**config.mk**
```make
export PLATFORM = sky130hd
export DESIGN_NAME = string_to_integer_parser
export DESIGN_NICKNAME = d
export VERILOG_FILES = /design/src/rtl/stip_pkg.sv /design/src/rtl/string_to_integer_parser.sv /design/src/rtl/stip_in_reg.sv /design/src/rtl/stip_core.sv
export SDC_FILE = /design/constraint.sdc
export NUM_CORES = 1
export LEC_CHECK = 0
export BUFFER_PORTS_ARGS = -buffer_cell sky130_fd_sc_hd__buf_2
export CORE_MARGIN = 3
export CORE_UTILIZATION = 50
export CTS_CLUSTER_DIAMETER = 120
export CTS_CLUSTER_SIZE = 14
export DETAILED_ROUTE_END_ITERATION = 7
export PLACE_DENSITY = 0.67
export SLEW_MARGIN = 15
export SYNTH_ARGS = -nofsm -noshare
export SYNTH_HDL_FRONTEND = slang
export SYNTH_SLANG_ARGS = --single-unit
```
**constraint.sdc**
```tcl
create_clock -name clk_i -period 14.1 [get_ports clk_i]
set_input_delay 0.705 -clock clk_i [delete_from_list [all_inputs] [get_ports clk_i]]
set_output_delay 0.705 -clock clk_i [all_outputs]
set_load 0.05 [all_outputs]
```
**src/rtl/stip_pkg.sv**
```systemverilog
// Shared types, constants and character decode helpers for the string-to-integer parser.
package stip_pkg;

  localparam int unsigned VALUE_BITS     = 64;
  localparam int unsigned OFFSET_BITS    = 16;
  localparam int unsigned RADIX_BITS     = 6;
  localparam int unsigned CHAR_BITS      = 8;
  localparam int unsigned IN_TDATA_BITS  = ((CHAR_BITS + 7) / 8) * 8;
  localparam int unsigned OUT_TDATA_BITS = ((VALUE_BITS + OFFSET_BITS + 7) / 8) * 8;
  localparam int unsigned CFG_DATA_BITS  = RADIX_BITS;
  localparam int unsigned CFG_IDX_BITS   = 1;

  // configuration register indexes
  localparam logic [CFG_IDX_BITS-1:0] CFG_RADIX       = 1'd0;
  localparam logic [CFG_IDX_BITS-1:0] CFG_SIGNED_MODE = 1'd1;

  // radix codes
  localparam logic [RADIX_BITS-1:0] RADIX_AUTO = 6'd0;
  localparam logic [RADIX_BITS-1:0] RADIX_OCT  = 6'd8;
  localparam logic [RADIX_BITS-1:0] RADIX_DEC  = 6'd10;
  localparam logic [RADIX_BITS-1:0] RADIX_HEX  = 6'd16;

  // characters of interest
  localparam logic [CHAR_BITS-1:0] CH_ZERO  = 8'h30;
  localparam logic [CHAR_BITS-1:0] CH_PLUS  = 8'h2b;
  localparam logic [CHAR_BITS-1:0] CH_MINUS = 8'h2d;
  localparam logic [CHAR_BITS-1:0] CH_X_LO  = 8'h78;
  localparam logic [CHAR_BITS-1:0] CH_X_UP  = 8'h58;

  localparam logic [OFFSET_BITS-1:0] OFFSET_MAX = '1;

  typedef enum logic [2:0] {
    PH_DONE,
    PH_LEAD,
    PH_PRE,
    PH_ZERO,
    PH_DIGITS
  } phase_e;

  typedef struct packed {
    logic                 first;
    logic [CHAR_BITS-1:0] character;
  } item_t;

  typedef struct packed {
    logic                   emit;
    logic [VALUE_BITS-1:0]  value;
    logic [OFFSET_BITS-1:0] end_offset;
  } result_t;

  typedef struct packed {
    logic                  ok;
    logic [RADIX_BITS-1:0] val;
  } digit_t;

  // space, tab, newline, vertical tab, form feed, return
  function automatic logic is_space(input logic [CHAR_BITS-1:0] c);
    logic r;
    r = (c == 8'h20) || (c inside {[8'h09:8'h0d]});
    return r;
  endfunction

  function automatic digit_t digit_of(input logic [CHAR_BITS-1:0] c);
    digit_t d;
    d.ok  = 1'b1;
    d.val = '0;
    if (c inside {[8'h30:8'h39]}) begin
      d.val = RADIX_BITS'(c - 8'h30);
    end else if (c inside {[8'h61:8'h7a]}) begin
      d.val = RADIX_BITS'(c - 8'h57);
    end else if (c inside {[8'h41:8'h5a]}) begin
      d.val = RADIX_BITS'(c - 8'h37);
    end else begin
      d.ok = 1'b0;
    end
    return d;
  endfunction

endpackage

```
**src/rtl/string_to_integer_parser.sv**
```systemverilog
// Streaming strtol/strtoul-style parser: one character item per cycle in, one result per string out.
// Characters enter one per cycle on the slave stream, tuser bit 0 marking the first character
// of a string. Sustained rate is one item per clock whenever the result side is ready; each
// item passes an input register and then the parse stage, whose single 64x6 multiply-add
// sets the cycle time. A result (value, end offset) is registered in the output register when its
// terminating character fires the parse stage. While a result waits in the output register the
// parse stage holds, so the slave side takes at most one further item until the result is
// taken. The radix register is sampled when a first item reaches the parse stage;
// characters arriving after a string's result and before the next first item give no result.
module string_to_integer_parser (
  input  logic                                    clk_i,
  input  logic                                    rst_ni,
  // configuration write port
  input  logic                                    cfg_we_i,
  input  logic [stip_pkg::CFG_IDX_BITS-1:0]       cfg_index_i,
  input  logic [stip_pkg::CFG_DATA_BITS-1:0]      cfg_data_i,
  // character input
  input  logic                                    s_axis_tvalid,
  output logic                                    s_axis_tready,
  input  logic [stip_pkg::IN_TDATA_BITS-1:0]      s_axis_tdata,   // [7:0] character
  input  logic [0:0]                              s_axis_tuser,   // [0] first
  // result output
  output logic                                    m_axis_tvalid,
  input  logic                                    m_axis_tready,
  output logic [stip_pkg::OUT_TDATA_BITS-1:0]     m_axis_tdata    // [63:0] value, [79:64] end_offset
);

  logic [stip_pkg::RADIX_BITS-1:0] radix_q, radix_d;
  logic                            signed_q, signed_d;

  stip_pkg::item_t   in_item, core_item;
  stip_pkg::result_t core_res;
  logic              core_valid, advance;

  logic                              out_valid_q, out_valid_d;
  logic [stip_pkg::VALUE_BITS-1:0]   out_value_q;
  logic [stip_pkg::OFFSET_BITS-1:0]  out_offset_q;

  always_comb begin
    radix_d  = radix_q;
    signed_d = signed_q;
    if (cfg_we_i) begin
      case (cfg_index_i)
        stip_pkg::CFG_RADIX:       radix_d  = cfg_data_i;
        stip_pkg::CFG_SIGNED_MODE: signed_d = cfg_data_i[0];
        default: begin
          radix_d  = radix_q;
          signed_d = signed_q;
        end
      endcase
    end
  end

  always_ff @(posedge clk_i or negedge rst_ni) begin
    if (!rst_ni) begin
      radix_q  <= stip_pkg::RADIX_AUTO;
      signed_q <= 1'b1;
    end else begin
      radix_q  <= radix_d;
      signed_q <= signed_d;
    end
  end

  assign in_item.first     = s_axis_tuser[0];
  assign in_item.character = s_axis_tdata[stip_pkg::CHAR_BITS-1:0];

  // parse stage moves whenever the output register is free or being emptied
  assign advance = core_valid && (!out_valid_q || m_axis_tready);

  stip_in_reg u_in_reg (
    .clk_i     (clk_i),
    .rst_ni    (rst_ni),
    .valid_i   (s_axis_tvalid),
    .ready_o   (s_axis_tready),
    .item_i    (in_item),
    .advance_i (advance),
    .valid_o   (core_valid),
    .item_o    (core_item)
  );

  stip_core u_core (
    .clk_i         (clk_i),
    .rst_ni        (rst_ni),
    .fire_i        (advance),
    .item_i        (core_item),
    .radix_i       (radix_q),
    .signed_mode_i (signed_q),
    .result_o      (core_res)
  );

  always_comb begin
    out_valid_d = out_valid_q;
    if (!out_valid_q || m_axis_tready) begin
      out_valid_d = core_res.emit;
    end
  end

  always_ff @(posedge clk_i or negedge rst_ni) begin
    if (!rst_ni) begin
      out_valid_q <= 1'b0;
    end else begin
      out_valid_q <= out_valid_d;
    end
  end

  always_ff @(posedge clk_i) begin
    if (core_res.emit) begin
      out_value_q  <= core_res.value;
      out_offset_q <= core_res.end_offset;
    end
  end

  assign m_axis_tvalid = out_valid_q;
  assign m_axis_tdata  = stip_pkg::OUT_TDATA_BITS'({out_offset_q, out_value_q});

endmodule

```
**src/rtl/stip_in_reg.sv**
```systemverilog
// Input register stage: holds one character item until the parse stage takes it.
module stip_in_reg (
  input  logic                                clk_i,
  input  logic                                rst_ni,
  input  logic                                valid_i,
  output logic                                ready_o,
  input  stip_pkg::item_t                     item_i,
  input  logic                                advance_i,
  output logic                                valid_o,
  output stip_pkg::item_t                     item_o
);

  logic            valid_q, valid_d;
  stip_pkg::item_t item_q;

  assign ready_o = !valid_q || advance_i;
  assign valid_d = ready_o ? valid_i : valid_q;

  always_ff @(posedge clk_i or negedge rst_ni) begin
    if (!rst_ni) begin
      valid_q <= 1'b0;
    end else begin
      valid_q <= valid_d;
    end
  end

  always_ff @(posedge clk_i) begin
    if (ready_o && valid_i) begin
      item_q <= item_i;
    end
  end

  assign valid_o = valid_q;
  assign item_o  = item_q;

endmodule

```
**src/rtl/stip_core.sv**
```systemverilog
// Parse stage: phase machine, radix tracking, digit multiply-add and result forming.
module stip_core (
  input  logic                                clk_i,
  input  logic                                rst_ni,
  input  logic                                fire_i,
  input  stip_pkg::item_t                     item_i,
  input  logic [stip_pkg::RADIX_BITS-1:0]     radix_i,
  input  logic                                signed_mode_i,
  output stip_pkg::result_t                   result_o
);

  stip_pkg::phase_e                     phase_q, phase_d, phase_nx;
  logic [stip_pkg::VALUE_BITS-1:0]      acc_q, acc_d;
  logic                                 neg_q, neg_d;
  logic [stip_pkg::RADIX_BITS-1:0]      radix_q, radix_d;
  logic [stip_pkg::OFFSET_BITS-1:0]     cnt_q, cnt_d;

  stip_pkg::phase_e                     ph;
  logic [stip_pkg::RADIX_BITS-1:0]      r_cur, r_dig;
  logic [stip_pkg::VALUE_BITS-1:0]      acc_base, acc_mac;
  logic                                 neg_base;
  logic [stip_pkg::OFFSET_BITS-1:0]     cnt_base;
  logic [stip_pkg::CHAR_BITS-1:0]       c;
  stip_pkg::digit_t                     dig;
  logic lead_ws, lead_minus, lead_plus, lead_take;
  logic at_pre, pre_zero, zero_x, at_dig, dig_take, emit, consume;

  // a first item restarts from the leading-space phase with cleared state
  assign c        = item_i.character;
  assign ph       = item_i.first ? stip_pkg::PH_LEAD : phase_q;
  assign r_cur    = item_i.first ? radix_i : radix_q;
  assign acc_base = item_i.first ? '0 : acc_q;
  assign neg_base = item_i.first ? 1'b0 : neg_q;
  assign cnt_base = item_i.first ? '0 : cnt_q;
  assign dig      = stip_pkg::digit_of(c);

  assign lead_ws    = (ph == stip_pkg::PH_LEAD) && stip_pkg::is_space(c);
  assign lead_minus = (ph == stip_pkg::PH_LEAD) && (c == stip_pkg::CH_MINUS) && signed_mode_i;
  assign lead_plus  = (ph == stip_pkg::PH_LEAD) && (c == stip_pkg::CH_PLUS);
  assign lead_take  = lead_ws || lead_minus || lead_plus;

  assign at_pre   = ((ph == stip_pkg::PH_LEAD) && !lead_take) || (ph == stip_pkg::PH_PRE);
  assign pre_zero = at_pre && (c == stip_pkg::CH_ZERO) &&
                    ((r_cur == stip_pkg::RADIX_AUTO) || (r_cur == stip_pkg::RADIX_HEX));
  assign zero_x   = (ph == stip_pkg::PH_ZERO) &&
                    ((c == stip_pkg::CH_X_LO) || (c == stip_pkg::CH_X_UP));
  assign at_dig   = (at_pre && !pre_zero) || ((ph == stip_pkg::PH_ZERO) && !zero_x) ||
                    (ph == stip_pkg::PH_DIGITS);
  assign r_dig    = (at_pre && (r_cur == stip_pkg::RADIX_AUTO)) ? stip_pkg::RADIX_DEC : r_cur;
  assign dig_take = at_dig && dig.ok && (dig.val < r_dig);
  assign emit     = at_dig && !dig_take;
  assign consume  = lead_take || pre_zero || zero_x || dig_take;

  assign acc_mac  = stip_pkg::VALUE_BITS'(acc_base * stip_pkg::VALUE_BITS'(r_dig)) +
                    stip_pkg::VALUE_BITS'(dig.val);

  // next phase
  always_comb begin
    phase_nx = ph;
    case (ph)
      stip_pkg::PH_LEAD: begin
        if (lead_ws) begin
          phase_nx = stip_pkg::PH_LEAD;
        end else if (lead_minus || lead_plus) begin
          phase_nx = stip_pkg::PH_PRE;
        end else if (pre_zero) begin
          phase_nx = stip_pkg::PH_ZERO;
        end else begin
          phase_nx = emit ? stip_pkg::PH_DONE : stip_pkg::PH_DIGITS;
        end
      end
      stip_pkg::PH_PRE: begin
        if (pre_zero) begin
          phase_nx = stip_pkg::PH_ZERO;
        end else begin
          phase_nx = emit ? stip_pkg::PH_DONE : stip_pkg::PH_DIGITS;
        end
      end
      stip_pkg::PH_ZERO: begin
        if (zero_x) begin
          phase_nx = stip_pkg::PH_DIGITS;
        end else begin
          phase_nx = emit ? stip_pkg::PH_DONE : stip_pkg::PH_DIGITS;
        end
      end
      stip_pkg::PH_DIGITS: begin
        phase_nx = emit ? stip_pkg::PH_DONE : stip_pkg::PH_DIGITS;
      end
      stip_pkg::PH_DONE: begin
        phase_nx = stip_pkg::PH_DONE;
      end
      default: begin
        phase_nx = stip_pkg::PH_DONE;
      end
    endcase
    phase_d = fire_i ? phase_nx : phase_q;
  end

  // datapath state and result
  always_comb begin
    acc_d   = acc_q;
    neg_d   = neg_q;
    radix_d = radix_q;
    cnt_d   = cnt_q;
    if (fire_i) begin
      acc_d   = dig_take ? acc_mac : acc_base;
      neg_d   = neg_base || lead_minus;
      if (pre_zero) begin
        radix_d = (r_cur == stip_pkg::RADIX_AUTO) ? stip_pkg::RADIX_OCT : r_cur;
      end else if (zero_x) begin
        radix_d = stip_pkg::RADIX_HEX;
      end else if (at_dig) begin
        radix_d = r_dig;
      end else begin
        radix_d = r_cur;
      end
      cnt_d = (consume && (cnt_base != stip_pkg::OFFSET_MAX)) ?
              cnt_base + stip_pkg::OFFSET_BITS'(1) : cnt_base;
    end
    result_o.emit       = fire_i && emit;
    result_o.value      = neg_base ? ('0 - acc_base) : acc_base;
    result_o.end_offset = cnt_base;
  end

  always_ff @(posedge clk_i or negedge rst_ni) begin
    if (!rst_ni) begin
      phase_q <= stip_pkg::PH_DONE;
      acc_q   <= '0;
      neg_q   <= 1'b0;
      radix_q <= '0;
      cnt_q   <= '0;
    end else begin
      phase_q <= phase_d;
      acc_q   <= acc_d;
      neg_q   <= neg_d;
      radix_q <= radix_d;
      cnt_q   <= cnt_d;
    end
  end

endmodule
```
# Word-level counts from Yosys, hierarchy flattened
# Cells that the tools add are included.
totals:
  reg_bits: 188
  input_bits: 21
  wordCells: 113
  output_inout_bits: 82
classes:
  n_reduce_logical: 46
  add_sub_neg: 6
  eq_ne: 12
  n_lt_le_gt_ge: 9
  multipliers: 1
  mux: 25
  n_bitwise: 1
ops:
  columns: ["operator", "n"]
  rows:
  - ["64-bit two-way mux", 3]
  - ["64-bit by 6-bit adder with 64-bit output", 1]
  - ["64-bit by 6-bit multiplier with 64-bit output", 1]
  - ["1-bit by 64-bit subtractor with 64-bit output (first input constant)", 1]
  - ["6-bit two-way mux", 9]
  - ["8-bit by 6-bit == test with 1-bit output (second input constant)", 4]
  - ["16-bit two-way mux", 2]
  - ["1-bit logical AND", 22]
  - ["3-bit two-way mux", 6]
  - ["16-bit by 1-bit adder with 16-bit output (second input constant)", 1]
  - ["8-bit by 7-bit == test with 1-bit output (second input constant)", 2]
  - ["8-bit by 7-bit greater-or-equal comparator with 1-bit output (second input constant)", 2]
  - ["8-bit by 7-bit <= comparator with 1-bit output (second input constant)", 2]
  - ["16-bit inequality test (second input constant)", 1]
  - ["1-bit logical OR", 15]
  - ["3-bit one-hot mux with 4 select lines", 1]
  - ["6-bit subtractor (second input constant)", 2]
  - ["8-bit by 4-bit greater-or-equal comparator with 1-bit output (second input constant)", 1]
  - ["8-bit by 6-bit greater-or-equal comparator with 1-bit output (second input constant)", 1]
  - ["8-bit by 4-bit <= comparator with 1-bit output (second input constant)", 1]
  - ["8-bit by 6-bit <= comparator with 1-bit output (second input constant)", 1]
  - ["3-bit by 2-bit == test with 1-bit output (second input constant)", 2]
  - ["6-bit by 5-bit == test with 1-bit output (second input constant)", 1]
  - ["1-bit logical NOT", 6]
  - ["8 further kinds", 12]

# Logic depth before layout (Yosys ltp)
logic_depth:
  ltp_word: 24
  mapped_depth: 29
  ltp_nobuf: 27

# Hierarchy
# A second synthesis with hierarchy kept.
hier_totals:
  cells_unflattened: 2342
  hier_area_um2: 21485.6
modules_own_cells:
  columns: ["module", "area_each_um2", "seq_area_each_um2", "instances", "cells_each"]
  rows:
  - ["stip_core", 18408.9, 2252.2, 1, 2228]
  - ["string_to_integer_parser", 2752.6, 2603.7, 1, 101]
  - ["stip_in_reg", 324.1, 295.3, 1, 13]

# Least setup slack after synthesis
# No wires, ideal clock.
synth_path:
  kind: "reg-to-reg"
  start: "register u_in_reg.item_q (netlist bit u_in_reg.item_o[0])"
  end: "register out_offset_q[0] (netlist bit), enable pin"
  required_ps: 13484
  slack_ps: 4626
  t_arrival_ps: 8858
  path_buffers: 2
  path_stages_with_launch: 19
  cell_sequence: "edfxtp_1 > inv_1 > ha_1 > a21o_1 > a22oi_1 > o211ai_1 > nand2b_1 > a21oi_1 > or2_2 > clkbuf_1 > clkinv_1 > clkbuf_1 > ha_1 > and4_1 > and4b_1 > a211oi_1 > o311ai_1 > nor2_1 > nor3_1"
synth_lines:
  columns: ["element", "line_no", "source"]
  rows:
  - ["from (decl)", "stip_in_reg.sv:14", "stip_pkg::item_t item_q;"]
  - ["from (signal assigned)", "stip_in_reg.sv:29", "item_q <= item_i;"]
  - ["to (signal assigned)", "string_to_integer_parser.sv:109", "out_offset_q <= core_res.end_offset;"]
  - ["to (decl)", "string_to_integer_parser.sv:37", "logic [stip_pkg::OFFSET_BITS-1:0] out_offset_q;"]

# Final worst setup path
layout_path:
  start: "register u_in_reg.item_q (netlist bit u_in_reg.item_o[0])"
  end: "register u_core.acc_q[60] (netlist bit)"
layout_via:
  elab_chain_cells: 18
  elab_cells_between_ends: 55
  cone_classes: "4 x add/sub; 1 x mul; 9 x order compare; 6 x eq/ne; 8 x mux; 27 x reduce/logical"
layout_lines:
  columns: ["element", "line_no", "source"]
  rows:
  - ["parallel branches: the longest is 17 deep, another holds 64-bit by 6-bit multiplier with 64-bit output", null, null]
  - ["64-bit two-way mux (*)", "stip_core.sv:106", "acc_d = dig_take ? acc_mac : acc_base;"]
  - ["to (signal assigned)", "stip_core.sv:128", "acc_q <= '0;"]
  - ["to (signal assigned)", "stip_core.sv:134", "acc_q <= acc_d;"]
  - ["to (decl)", "stip_core.sv:13", "logic [stip_pkg::VALUE_BITS-1:0] acc_q, acc_d;"]
# Mark *: on every way between the ends.
# A chain may end at the register's enable or synchronous reset.

==> results.toml <==
[setup_path]
cp-end-kind = "flip-flop"
critPathKind = "reg -> reg"
r2r_setup_slack_ns = 5.61
critical_path_required_ns = 14.46
rr_startpoint = "u_in_reg.item_o[0]"
cp-start-kind = "flip-flop"
cp_top_family = "adder cells"
cp.arrival_ns = 8.86
path_buf_inv = 3
slowest_delay_ns = 0.56
worst_r2r_path_depth = 25
path_max_fanout = 28
r2r-end = "u_core.acc_q[60]"
cp_slowest_cell = "clkinv_1"

[pwr]
power.total_uw = 1580
p_int_uw = 953
p_sw_share_pct = 39.6
power_density_nw_per_um2 = 68.2
p_switching_uw = 624
p_clk_share_pct = 31.8
seqPwrFrac_pct = 40.9
p_leak_uw = 0.0112
ir_worst_vdd_v = 0.0000883
p_comb_share_pct = 27.3

[cells_and_area]
multiInputGateArea_um2 = 15600
seqCellArea_um2 = 5150
diodes = 0
final_cell_area_um2 = 23100
area_growth_pct = 6.56
stdcell_count = 2917
fillers = 3861
drive_gt1_share_pct = 8.85
nets = 2733

[global_routing]
antenna_found_initial = 0
grt_max_degree = 86
overflow = 0
grtUsageTotal_pct = 27.1
grt_pass1_wl_um = 99000
grt_pass1_vias = 17800

[drt]
ant_nets = 0
via_count = 17300
wire_per_inst_um = 20.8
drc = 0
routed_wl_um = 60600
drt_first_pass_iters = 5
drt_iter0_drc = 1530
viasPerCell = 5.94

[logic_synthesis]
synth_nets = 2743
syn_area_um2 = 21700
syn_inst = 2337
synth-edff-count = 89
yosysWarnings = 0
async_flop_share_pct = 52.7
synth_ff_type = "dfrtp_1"
ys_seq_elements = 188
synth_cell_types = 88
synth.top_cells.by_count = "fa_1, and2_1, nor2_1, nand2_1, ha_1"
yosys.area.top_type_share_pct = 22.2
yosysTopAreaCell = "fa_1"
yosysMostFrequentCell = "fa_1"
ys_seq_area_share_pct = 23.8
avgSynthCellArea_um2 = 9.28
synth.area.top_cells = "fa_1, edfxtp_1, dfrtp_1"

[floorplanning]
rows = 75
start_util_pct = 51.1
die_area_um2 = 45900
dieWidth_um = 214
die_h_um = 214
coreArea_um2 = 42400
boundaryPins = 103

[placement]
dp_cells = 2885
port_buffers = 102
place_congestion = 0.988
dpl.hpwl_um = 45100
placed_cell_area_um2 = 22500

[outcome]
status = "complete, no violations"

[timing]
slew_headroom_pct = 22.2
rsz0062_at_grt = "false"
fin_worst_skew_ns = 0.0228
finalSetupViolations = 0
fin_tns_setup_ns = 0
tightestPinTransition_ns = 1.16
hold_violations = 0
maxSlewViolCount = 0
clock.fmax_mhz = 118
fin_crit_sh_pct = 60.2
post-route-min-period_ns = 8.49

[clock_tree]
post_cts_resized = 0
cts_buffers = 17
cts_tree = "done"
cts_hold_buf = 0
clkTransAtPathRegs_ns = 0.08
clockBufferDepth = 2
clock_latency_ns = 0.50
cts.sinks = 188
ctsRootBufferMaster = "clkbuf_16"
htree_levels = 4
post_cts_buffers = 0

[hold_path]
holdCritPathClass = "in -> async"

[flow_run]
max-cap-violations = 0
==> power groups by stage <==
stage | registers (uW) | clock network, uW | logic [uW]
after global routing | 649 | 534 | 458
after global placement | 654 | 0 | 423
final | 645 | 502 | 430
after floorplan | 726 | 0 | 207
after detailed placement | 655 | 0 | 427
after CTS | 644 | 517 | 429
==> worst reg2reg max path, delay by kind of cell (launching register included) <==
family | cells | cell delay [ns]
AND/OR/NAND/NOR | 7 | 1.84
flip-flops | 1 | 0.53
adder cells (fa/ha/maj) | 6 | 2.50
AO/OA/AOI/OAI | 8 | 2.16
XOR/XNOR | 1 | 0.17
buffers and inverters | 3 | 1.17
==> registers in the layout, indices dropped and copies added (netlist names) <==
name and count:
out_value_q 64, u_core.acc_q 64, out_offset_q 16, u_core.cnt_q 16, u_in_reg.item_o 9, radix_q 6, u_core.radix_q 6, u_core.phase_q 3
m_axis_tvalid 1, signed_q 1, u_core.neg_q 1, u_in_reg.valid_o 1
==> cell families (layout without fill, tap and decap cells) <==
logic type / count (synthesis) / in the layout / synth area share (%)
and+or+nand+nor: 956 / 956 / 23.0
adders and majority gates: 385 / 385 / 30.5
AOI/OAI and AO/OA: 431 / 431 / 12.7
muxes: 11 / 11 / 0.560
buffers and inverters: 234 / 237 / 4.18
xor gates and xnor gates: 132 / 132 / 5.33
DFF: 188 / 188 / 23.8
==> cell type report <==
| type | count | area share, % |
|---|---|---|
| Multi-Input combinational cell | 1915 | 67.7 |
| Sequential cell | 188 | 22.3 |
| Tap cell | 577 | 3.12 |
| Timing Repair Buffer | 127 | 3.03 |
| Clock buffer | 19 | 1.92 |
| Inverter | 78 | 1.27 |
| Clock inverter | 13 | 0.666 |
==> how the worst max path moves through the flow <==
| stage | start | endpoint | slack [ns] | cells after the start |
|---|---|---|---|---|
| finish | u_in_reg.item_o[0] | u_core.acc_q[60] | 5.61 | 25 |
| global route | u_in_reg.item_o[0] | u_core.acc_q[49] | 5.01 | 27 |
| CTS | u_in_reg.item_o[0] | u_core.acc_q[63] | 5.73 | 27 |
| detailed placement | u_in_reg.item_o[0] | u_core.acc_q[63] | 5.76 | 27 |
| global placement | u_in_reg.item_o[0] | u_core.acc_q[63] | 5.98 | 27 |
| floorplan | u_in_reg.item_o[0] | out_offset_q[0] | 4.63 | 18 |
==> per-stage QoR <==
| stage | utilization [%] | setup WS (ns) | hold slack (ns) |
|---|---|---|---|
| final | 54.5 | 5.61 | 0.199 |
| after global routing | 54.5 | 5.01 | 0.200 |
| after CTS | 54.5 | 5.73 | 0.176 |
| after detailed placement | 53.1 | 5.76 | 0.499 |
| after global placement | 53.1 | 5.98 | 0.495 |
| after floorplan | - | 4.63 | 0.409 |
==> layout by cell type, fill, tap and decap left out, types with 62 or more instances in the layout <==
cell type / count
fa_1: 240
and2_1: 227
nor2_1: 205
nand2_1: 188
ha_1: 145
o21ai_0: 135
a21oi_1: 109
buf_2: 101
nand3_1: 98
dfrtp_1: 97
edfxtp_1: 89
xor2_1: 82
inv_1: 75
nor2b_1: 62
==> per-layer routing <==
layer  vias to the layer above  share of wire, %  track usage, %
li1                       7963                 -               -
met1                      8652                45            38.3
met2                       627                45            41.8
met3                        95               7.4            6.04
met4                         0               2.8            8.49
met5                         -                 0               0
(Power assumes the default switching activity.)
